$ cat config.mk
export PLATFORM = sky130hd
export DESIGN_NAME = pal_cell
export DESIGN_NICKNAME = d
export VERILOG_FILES = /design/src/pal_pkg.sv /design/src/pal_cell.sv
export SDC_FILE = /design/constraint.sdc
export NUM_CORES = 1
export LEC_CHECK = 0
export ABC_AREA = 1
export BUFFER_PORTS_ARGS = -buffer_cell sky130_fd_sc_hd__buf_2
export CAP_MARGIN = 15
export CORE_ASPECT_RATIO = 1.4
export CORE_MARGIN = 2
export CORE_UTILIZATION = 38
export DETAILED_ROUTE_END_ITERATION = 8
export GPL_ROUTABILITY_DRIVEN = 0
export PLACE_DENSITY_LB_ADDON = 0.1
export SYNTH_ARGS = -nofsm -noshare
export SYNTH_HDL_FRONTEND = slang
export SYNTH_SLANG_ARGS = --single-unit
$ cat constraint.sdc
create_clock -name clk_i -period 3.3 [get_ports clk_i]
set_clock_uncertainty 0.2 [all_clocks]
set_input_delay 0.33 -clock clk_i [delete_from_list [all_inputs] [get_ports clk_i]]
set_output_delay 0.33 -clock clk_i [all_outputs]
set_load 0.01 [all_outputs]
$ cat src/pal_pkg.sv
`timescale 1ns / 1ps
// pal_pkg: command and response beat types, command kinds and status codes
// shared by the positional array list cells, gather tree and top level
// no dependencies
package pal_pkg;

  // wide enough for any position or count up to a capacity of 4096
  localparam int unsigned POS_W = 13;
  // cells per first-level group of the removal gather tree
  localparam int unsigned GROUP_SIZE = 64;

  typedef enum logic [2:0] {
    KIND_INS_HEAD = 3'd0,
    KIND_INS_TAIL = 3'd1,
    KIND_INS_POS  = 3'd2,
    KIND_REM_HEAD = 3'd3,
    KIND_REM_TAIL = 3'd4,
    KIND_REM_POS  = 3'd5
  } kind_e;

  typedef enum logic [1:0] {
    ST_OK     = 2'd0,
    ST_FULL   = 2'd1,
    ST_EMPTY  = 2'd2,
    ST_BADPOS = 2'd3
  } status_e;

  typedef struct packed {
    logic [2:0]  kind;
    logic [10:0] position;
    logic [31:0] entry_data;
  } pal_cmd_t;

  typedef struct packed {
    status_e     status;
    logic [31:0] removed_data;
    logic [10:0] count_after;
  } pal_rsp_t;

  // broadcast to every cell: which shift to do and where
  typedef struct packed {
    logic             ins;
    logic             rem;
    logic [POS_W-1:0] target;
  } pal_ctrl_t;

endpackage

$ cat src/pal_cell.sv
`timescale 1ns / 1ps
// pal_cell: one list slot, shifts up from or down to its neighbours
// depends on pal_pkg
module pal_cell import pal_pkg::*; #(
  parameter int unsigned DATA_WIDTH = 32,
  parameter int unsigned IDX        = 0
) (
  input  logic                  clk_i,
  input  pal_ctrl_t             ctrl_i,
  input  logic [DATA_WIDTH-1:0] data_i,
  input  logic [DATA_WIDTH-1:0] prev_i,
  input  logic [DATA_WIDTH-1:0] next_i,
  output logic [DATA_WIDTH-1:0] entry_o,
  output logic [DATA_WIDTH-1:0] sel_o
);

  localparam logic [POS_W-1:0] MyIdx = POS_W'(IDX);

  logic [DATA_WIDTH-1:0] entry_q, entry_d;
  logic                  above, at;

  assign above = MyIdx > ctrl_i.target;
  assign at    = MyIdx == ctrl_i.target;

  always_comb begin
    entry_d = entry_q;
    if (ctrl_i.ins) begin
      if (above) begin
        entry_d = prev_i;
      end else if (at) begin
        entry_d = data_i;
      end
    end else if (ctrl_i.rem && (above || at)) begin
      entry_d = next_i;
    end
  end

  always_ff @(posedge clk_i) begin
    entry_q <= entry_d;
  end

  assign entry_o = entry_q;
  // word leaving the list, offered to the gather tree
  assign sel_o   = (ctrl_i.rem && at) ? entry_q : '0;

endmodule

**Yosys cells after proc, flatten, opt, wreduce, memory -nomap -nowiden**

Cells that the tools add are included.

- $lt $le $gt $ge: 1
- Equal/unequal tests: 1
- Mux-type cells: 5
- Reduce and logical (&&, ||, !) cells: 6

Operator list:

| operator | count |
|---|---|
| 2-to-1 mux 32 bit | 5 |
| > comparator 1 x 13 -> 1 bit (first input constant) | 1 |
| zero test 13 bit | 1 |
| inequality test 3 x 1 -> 1 bit (second input constant) | 1 |
| logical AND 1 bit | 2 |
| AND reduction 2 bit | 1 |
| nonzero test 2 bit | 1 |
| logical OR 1 bit | 1 |

- Bits in registers: 32
- Input port bits: 112
- Word-level logic and storage cells: 14

**Depth between registers and ports, before layout**

Gate-level depths: netlist (run 1).

- Depth after elaboration: 5
- Depth in mapped cells: 6
- Mapped depth without buffers: 5

**Least setup slack after synthesis (run 1)**

OpenSTA, ideal clock, no wires.

- Path kind: input -> register
- From: input port ctrl_i[9] in the netlist's numbering
- To: register entry_q[0], in the netlist entry_o[0] (enable)
- Library setup time: 0.389 ns
- Arrival time: 1.692 ns
- Slack: 1.018 ns
- Stages: 5
- Cell sequence: or2_1 > nor2_2 > nand3_4 > buf_6 > nand2_1

- Longest elaborated chain between the ends: 5

RTL lines:

| item | RTL line | text |
|---|---|---|
| from (decl) | pal_cell.sv:9 | `input pal_ctrl_t ctrl_i,` |
| > comparator 1 x 13 -> 1 bit / zero test 13 bit (equally long branches) | pal_cell.sv:22, pal_cell.sv:23 |  |
| logical OR 1 bit | pal_cell.sv:33 | `end else if (ctrl_i.rem && (above \|\| at)) begin` |
| logical AND 1 bit | pal_cell.sv:33 |  |
| nonzero test 2 bit (no line) | -- |  |
| AND reduction 2 bit (no line) * | -- |  |
| to (signal assigned) | pal_cell.sv:39 | `entry_q <= entry_d;` |
| to (decl) | pal_cell.sv:19 | `logic [DATA_WIDTH-1:0] entry_q, entry_d;` |

Mark *: on every way between the ends. The rest lies on a longest branch, timed or not.
A chain may end at the register's enable or synchronous reset.

**Worst setup path in the final report (run 1)**

- From: input port ctrl_i[9] in the netlist's numbering
- To: output port sel_o[19]

- Longest elaborated chain between the ends: 3

RTL lines:

| item | RTL line | text |
|---|---|---|
| zero test 13 bit | pal_cell.sv:23 | `assign at = MyIdx == ctrl_i.target;` |
| logical AND 1 bit | pal_cell.sv:44 | `assign sel_o = (ctrl_i.rem && at) ? entry_q : '0;` |
| 2-to-1 mux 32 bit | pal_cell.sv:44 |  |
| to (decl) | pal_cell.sv:14 | `output logic [DATA_WIDTH-1:0] sel_o` |

No other way between the ends.

==> results.yml, run 1 <==
placement:
  io_buffers: 143
  dpl.hpwl_mm: 3.13
  pre_cts_slack_ps: 1030
critical_path:
  path_common_cell: "buf_2"
  max_stage_delay_ps: 320
  worstSetupPathType: "input pin to output pin"
  worst-path-max-fanout: 33
  cp.arrival_ps: 1540
  worstSetupStartpointType: "input pin"
  slowest_stage: "nand3_4"
  cp.required_ps: 2770
  cp-end-kind: "output pin"
  cp_cell_sequence: "buf_2 > or2_1 > nor2_2 > nand3_4 > nor2_1 > buf_2"
  critPathBufInv: 2
  crit_family: "simple AND/OR/NAND/NOR gates"
final_layout:
  synthToLayoutAreaGrowth_pct: 49.1
  diodes: 0
  finalNetCount: 407
  largest_reg_flops: 32
  layout-drive-gt1-share_pct: 62.5
floorplanning:
  core_mm2: 0.00427
  num_rows: 28
  io-pin-count: 176
  die_y_um: 83
  initial_core_util_pct: 39.6
  die_w_um: 60.4
  die-area_mm2: 0.00502
sta:
  rsz0062_at_grt: "false"
  setup_violations: 0
  finalCritPeriodShare_pct: 62.9
  setup_slack_ps: 1230
  tightest_slew_ps: 458
  final.setup.tns_ps: 0
  holdWs_ps: 154
  drv_slew: 0
  slew_headroom_pct: 69.5
  max_freq_ghz: 0.482
  hold_viol: 0
  period_needed_ps: 2070
grt:
  grt_pass1_vias: 1439
  gr-usage-all-layers_pct: 16.1
  grt_max_degree: 34
  antenna_found_initial: 0
  gr-total-overflow: 0
  grt_pass1_wl_mm: 6.01
cts:
  worst_setup_hold_path_clk_slew_ps: 60
  clkSinkCount: 32
  htreeDepth: 2
  numCtsBuffers: 5
  cts.path.max_buffers: 2
  cts_tree: "built"
  cts_hold_buf: 0
  clock-root-buffer: "clkbuf_8"
  cts_setup_buffers: 0
  cts_resized: 0
routing:
  wire_per_inst_um: 11.4
  ant_nets: 0
  drc: 0
  avgViaCountPerCell: 4.29
  vias: 1529
  routed_wl_mm: 4.05
  first_pass_iters: 4
  drt_iter0_markers: 58
pwr:
  finalPower_mw: 0.817
  peakVddDrop_mv: 0.231
  p_leak_nw: 1.35
  p_per_area_mw_per_mm2: 324
logic_synthesis:
  ys_seq_elements: 32
  synth_fp_nets: 262
  synthCells: 150
  ys_types: 11
  seq_area_frac_synth_pct: 56.7
  synth.avg_cell_area_um2: 11.3
  synth.cell_area_mm2: 0.00169
  yosys_warnings: 0
hold_path:
  hp-class: "input pin to flip-flop"
  hold_path_depth: 2
  worstHoldStart: "next_i[18]"
  min_to: "entry_o[18]"
job:
  cap_violations: 0
status:
  status: "complete, no violations"
-- metrics by stage --
stage	utilization [%]	area, um2	std cells
after floorplan	-	1690	150
after global placement	57.2	2450	348
after detailed placement	57.2	2450	348
after CTS	59.1	2530	356
after global routing	59.1	2530	356
final	59.1	2530	356
-- placed cells by master, fill, tap and decap left out --
cell,count
buf_2,143
nor2_1,37
inv_1,33
mux2_2,32
edfxtp_1,32
clkbuf_8,5
nand2_1,4
nor2_2,2
clkbuf_1,2
buf_4,2
or2_1,1
nand3_4,1
nand3_1,1
clkinv_1,1
-- layer usage --
layer / up-vias / share of wire (%) / global-route usage [%]
met1: 660 / 37 / 17.1
met5: - / 0 / 0
met2: 100 / 51 / 28.1
li1: 767 / - / -
met4: 0 / 0.72 / 5.93
met3: 2 / 12 / 5.76
-- power breakdown --
group / internal (mW) / switching, mW / leakage (nW)
Sequential: 0.450 / 0.0000332 / 0.287
Clock: 0.147 / 0.131 / 0.0399
Combinational: 0.0617 / 0.0284 / 1.02
Total: 0.659 / 0.159 / 1.35
-- layout make-up --
cell class              count  area (um2)
clock buffers               7        76.3
clock inverters             1        3.75
fillers                   418        1750
inverters                  33         124
multi-input cells          78         556
flip-flops and latches     32         961
well taps                  60        75.1
repair buffers            145         731
-- cell families after synthesis --
family,Yosys count,share of synthesized area [%]
buffers and inverters,40,10.5
multiplexers,32,21.3
flip-flops,32,56.7
AND/OR/NAND/NOR,46,11.5
-- synthesized netlist by cell type (all sizes together) --
library cell / count / area [um2]
buf: 7 / 53.8
or2: 1 / 6.26
inv: 33 / 124
edfxtp: 32 / 961
nor2: 39 / 151
mux2: 32 / 360
nand2: 4 / 15.0
nand3: 2 / 22.5
-- worst max-delay path by stage --
| stage | cells after the start | slack (ps) | start | to |
|---|---|---|---|---|
| global route | 7 | 1030 | ctrl_i[1] | sel_o[19] |
| detailed placement | 6 | 1030 | ctrl_i[9] | entry_o[21] |
| global placement | 7 | 1010 | ctrl_i[1] | entry_o[12] |
| CTS | 6 | 1210 | ctrl_i[9] | sel_o[19] |
| finish | 6 | 1230 | ctrl_i[9] | sel_o[19] |
| floorplan | 5 | 1020 | ctrl_i[9] | entry_o[0] |
Power figures use the tool's default switching activity.
==> run 2, diff against run 1 <==
--- a/config.mk
+++ b/config.mk
@@ -10,7 +10,7 @@
 export CAP_MARGIN = 15
 export CORE_ASPECT_RATIO = 1.4
 export CORE_MARGIN = 2
-export CORE_UTILIZATION = 38
+export CORE_UTILIZATION = 32
 export DETAILED_ROUTE_END_ITERATION = 8
 export GPL_ROUTABILITY_DRIVEN = 0
 export PLACE_DENSITY_LB_ADDON = 0.1
==> constraint.sdc (replaced) <==
create_clock -name clk_i -period 1.75 [get_ports clk_i]
set_clock_uncertainty 0.2 [all_clocks]
set_input_delay 0.175 -clock clk_i [delete_from_list [all_inputs] [get_ports clk_i]]
set_output_delay 0.175 -clock clk_i [all_outputs]
set_load 0.01 [all_outputs]
==> run 2 against run 1 <==
Global-route usage rose by 0.98 points. Critical path depth rose by 1. Die area rose by 18%. Core utilization up 2.4 points. Clock power rose by 93%. First-iteration DRC count decreased by 31%. Sequential share of layout area decreased by 7.8 points. Setup slack worse by 1100 ps.
==> results.yml, run 2 (synthesis results as in run 1) <==
floorplanning:
  core_mm2: 0.00516
  initial_core_util_pct: 32.8
  die-area_mm2: 0.00590
  die_w_um: 65.5
  num_rows: 31
  die_y_um: 90.1
  io-pin-count: 176
cts:
  cts_tree: "built"
  worst_setup_hold_path_clk_slew_ps: 60
  numCtsBuffers: 5
  clkSinkCount: 32
  clock-root-buffer: "clkbuf_8"
  htreeDepth: 2
  cts_setup_buffers: 0
  cts.path.max_buffers: 2
hold_path:
  hp-class: "input pin to flip-flop"
  hold_path_depth: 2
  min_to: "entry_o[12]"
  worstHoldStart: "next_i[12]"
critical_path:
  cp.arrival_ps: 1260
  slowest_stage: "or2_1"
  cp-end-kind: "output pin"
  cp_cell_sequence: "buf_2 > or2_1 > nor2_4 > nand3_4 > buf_4 > nor2_1 > buf_2"
  critPathBufInv: 3
  max_stage_delay_ps: 250
  worst-path-max-fanout: 14
  cp.required_ps: 1370
  path_common_cell: "buf_2"
  worstSetupStartpointType: "input pin"
  critPathLaunch: "ctrl_i[9]"
  worstSetupPathType: "input pin to output pin"
  crit_family: "simple AND/OR/NAND/NOR gates"
routing:
  drt_iter0_markers: 40
  avgViaCountPerCell: 4.14
  drc: 0
  routed_wl_mm: 4.95
  wire_per_inst_um: 11.7
  vias: 1748
  first_pass_iters: 4
  ant_nets: 0
status:
  status: "complete, no violations"
sta:
  rsz0062_at_grt: "false"
  final.setup.tns_ps: 0
  setup_violations: 0
  hold_viol: 0
  max_freq_ghz: 0.612
  tightest_slew_ps: 185
  slew_headroom_pct: 87.7
  drv_slew: 0
  setup_slack_ps: 115
  finalCritPeriodShare_pct: 93.4
  period_needed_ps: 1630
final_layout:
  final_cell_mix: "143 x buf_2, 54 x dlygate4sd3_1, 36 x nor2_1"
  layout-drive-gt1-share_pct: 54.8
  synthToLayoutAreaGrowth_pct: 87.4
  finalNetCount: 467
  final_common_cell: "buf_2"
  largest_reg_flops: 32
  diodes: 0
grt:
  grt_max_degree: 19
  antenna_found_initial: 0
  grt_pass1_vias: 1795
  gr-total-overflow: 0
  grt_pass1_wl_mm: 7.72
  gr-usage-all-layers_pct: 17.1
placement:
  dpl.hpwl_mm: 3.29
  pre_cts_slack_ps: 120
  io_buffers: 143
pwr:
  p_per_area_mw_per_mm2: 521
  peakVddDrop_mv: 0.402
  p_leak_nw: 1.62
job:
  cap_violations: 0
-- run 2: changes by cell type in the layout (fill, tap and decap cells not counted) --
cell           change
buf_12             +3
buf_4              +3
clkbuf_1           -2
clkinv_2           +2
dlygate4sd3_1     +54
nand2_1            -1
nand2_4            +1
nor2_1             -1
nor2_4             +1
-- run 2: worst max path at each step --
stage | to | slack, ps | cells after the start
2_1_floorplan | entry_o[0] | 120 | 5
3_3_place_gp | entry_o[22] | 110 | 7
3_5_place_dp | entry_o[22] | 120 | 7
4_1_cts | sel_o[18] | 130 | 8
5_1_grt | sel_o[16] | 20 | 7
6_report | sel_o[16] | 120 | 7
-- run 2: what timing repair did --
action,CTS,global route
hold buffers,54,0
endpoints found under the setup margin,0,11
endpoints found under the hold margin,28,0
resized for setup,0,2
-- run 2: per-stage QoR --
| step | std cells | hold WS, ps | instance area (um2) | utilization [%] | power, mW |
|---|---|---|---|---|---|
| 2_1_floorplan | 150 | 195 | 1700 | - | 0.945 |
| 3_3_place_gp | 360 | 276 | 2540 | 49.3 | 1.04 |
| 3_5_place_dp | 360 | 280 | 2540 | 49.3 | 1.04 |
| 4_1_cts | 422 | 0.0835 | 3170 | 61.4 | 1.69 |
| 5_1_grt | 422 | 1.55 | 3170 | 61.5 | 1.74 |
| 6_report | 422 | 4.75 | 3170 | 61.5 | 1.65 |
-- run 2: where the power goes --
group / leakage, nW / switching (mW) / internal (mW)
registers: 0.287 / 0.0000709 / 0.849
logic: 1.29 / 0.0729 / 0.198
clock network: 0.0453 / 0.265 / 0.269
total: 1.62 / 0.338 / 1.32
-- run 2: cell type report --
class | instances | area, um2
tap | 66 | 82.6
multi-input combinational | 78 | 571
fill | 422 | 1980
sequential | 32 | 961
clock inverter | 3 | 13.8
clock buffer | 5 | 68.8
timing repair buffer | 205 | 1350
inverter | 33 | 124
-- run 2: metal layers --
| layer | track usage, % | routed length [um] | vias to the layer above |
|---|---|---|---|
| li1 | - | - | 886 |
| met1 | 17.8 | 1950 | 762 |
| met2 | 32.1 | 2560 | 95 |
| met3 | 4.26 | 376 | 5 |
| met4 | 5.73 | 67 | 0 |
| met5 | 0 | 0 | - |
==> run 3, diff against run 2 <==
--- a/config.mk
+++ b/config.mk
@@ -13,7 +13,8 @@
 export CORE_UTILIZATION = 32
 export DETAILED_ROUTE_END_ITERATION = 8
 export GPL_ROUTABILITY_DRIVEN = 0
-export PLACE_DENSITY_LB_ADDON = 0.1
+export PLACE_DENSITY = 0.75
+export SKIP_CTS_REPAIR_TIMING = 1
 export SYNTH_ARGS = -nofsm -noshare
 export SYNTH_HDL_FRONTEND = slang
 export SYNTH_SLANG_ARGS = --single-unit
==> constraint.sdc (replaced) <==
create_clock -name clk_i -period 1.75 [get_ports clk_i]
set_clock_uncertainty 0.2 [all_clocks]
set_input_delay 0.2625 -clock clk_i [delete_from_list [all_inputs] [get_ports clk_i]]
set_output_delay 0.2625 -clock clk_i [all_outputs]
set_load 0.01 [all_outputs]
==> run 3 against run 2 <==
Die area is the same. Sequential share of layout area up 5.8 points. Setup slack lost 79 ps. Core utilization shrank 9.9 points. Power down 6.7%. First-iteration DRC count decreased by 35%. Critical path depth unchanged. Wire length is 13% lower. Sequential power is essentially flat. Combinational power is 33% lower. Critical path type unchanged. Largest cell class is now sequential cells. Highest routed layer unchanged.
==> results.yml, run 3 (synthesis results as in run 1) <==
sta:
  rsz0062_at_grt: "true"
  finalCritPeriodShare_pct: 97.9
  period_needed_ps: 1710
  holdWs_ps: 86.9
  tightest_slew_ps: 169
  setup_violations: 0
  drv_slew: 0
  max_freq_ghz: 0.583
  hold_viol: 0
  slew_headroom_pct: 88.8
final_layout:
  final_cell_mix: "143 x buf_2, 33 x inv_1, 33 x nor2_1"
  diodes: 0
  finalNetCount: 413
  instances_no_fill: 367
  final_common_cell: "buf_2"
  largest_reg_flops: 32
  fill_cells: 469
  synthToLayoutAreaGrowth_pct: 57.2
  layout-drive-gt1-share_pct: 65.8
critical_path:
  critPathBufInv: 3
  cp.arrival_ps: 1250
  slowest_stage: "or2_4"
  cp_cell_sequence: "buf_2 > or2_4 > nor2_4 > nand3_4 > buf_6 > nor2_1 > buf_2"
  worstSetupPathType: "input pin to output pin"
  cp-end-kind: "output pin"
  path_common_cell: "buf_2"
  worstSetupStartpointType: "input pin"
  cp.depth: 7
  max_stage_delay_ps: 250
  worst-path-max-fanout: 12
  crit_family: "simple AND/OR/NAND/NOR gates"
  cp.required_ps: 1290
routing:
  drt_iter0_markers: 26
  wire_per_inst_um: 11.8
  avgViaCountPerCell: 4.27
  ant_nets: 0
  first_pass_iters: 4
  vias: 1567
  routed_wl_mm: 4.32
  drc: 0
grt:
  grt_pass1_vias: 1584
  gr-usage-all-layers_pct: 14.8
  grt_max_degree: 20
  antenna_found_initial: 0
  grt_pass1_wl_mm: 6.81
  gr-total-overflow: 0
status:
  status: "complete, no violations"
floorplanning:
  num_rows: 31
  initial_core_util_pct: 32.8
  die-area_mm2: 0.00590
  core_mm2: 0.00516
  die_y_um: 90.1
  die_w_um: 65.5
  io-pin-count: 176
hold_path:
  worstHoldStart: "next_i[17]"
  hp-class: "input pin to flip-flop"
  hold_path_depth: 2
  min_to: "entry_o[17]"
cts:
  clock-root-buffer: "clkbuf_8"
  worst_setup_hold_path_clk_slew_ps: 60
  numCtsBuffers: 5
  cts.path.max_buffers: 2
  clkSinkCount: 32
  cts_tree: "built"
  htreeDepth: 2
pwr:
  p_per_area_mw_per_mm2: 580
  peakVddDrop_mv: 0.383
  p_leak_nw: 1.40
placement:
  io_buffers: 143
  dp_cells: 359
  dpl.hpwl_mm: 3.46
job:
  cap_violations: 0
## run 3: final cells by class
class / count / area [um2] / share of cell area [%]
clock buffers: 6 / 72.6 / 2.73
multi-input cells: 78 / 586 / 22.0
clock inverters: 1 / 5.00 / 0.188
well taps: 66 / 82.6 / 3.10
flip-flops and latches: 32 / 961 / 36.1
repair buffers: 151 / 832 / 31.3
inverters: 33 / 124 / 4.65
## run 3: metrics by stage
| stage | util (%) | power [mW] | setup slack (ps) | setup TNS (ps) | area [um2] |
|---|---|---|---|---|---|
| 2_1_floorplan | - | 0.945 | 35.7 | 0 | 1700 |
| 3_3_place_gp | 49.2 | 1.04 | -12.7 | -121 | 2540 |
| 3_5_place_dp | 49.2 | 1.05 | -33.4 | -278 | 2540 |
| 4_1_cts | 50.7 | 1.57 | -42.7 | -514 | 2610 |
| 5_1_grt | 51.6 | 1.61 | -28.1 | -235 | 2660 |
| 6_report | 51.6 | 1.54 | 36.1 | 0 | 2660 |
## run 3: per-layer routing
layer	wire, um	part of all wire [%]	global-route usage [%]	vias up
li1	-	-	-	778
met5	0	0	0	-
met2	2220	51	27.0	92
met1	1650	38	15.5	684
met3	331	7.7	3.13	13
met4	116	2.7	7.47	0
## run 3: report_power, final
group | switching, mW | total [mW] | internal [mW] | leakage [nW]
clock | 0.244 | 0.513 | 0.270 | 0.0410
combinational | 0.0589 | 0.181 | 0.123 | 1.07
sequential | 0.0000686 | 0.849 | 0.849 | 0.287
## run 3: worst max path at each step
stage / startpoint / end / slack (ps)
global placement: ctrl_i[9] / sel_o[10] / -10
detailed placement: ctrl_i[9] / sel_o[1] / -30
global route: ctrl_i[9] / sel_o[23] / -30
CTS: ctrl_i[9] / sel_o[1] / -40
finish: ctrl_i[9] / sel_o[30] / 40
floorplan: ctrl_i[9] / entry_o[0] / 40
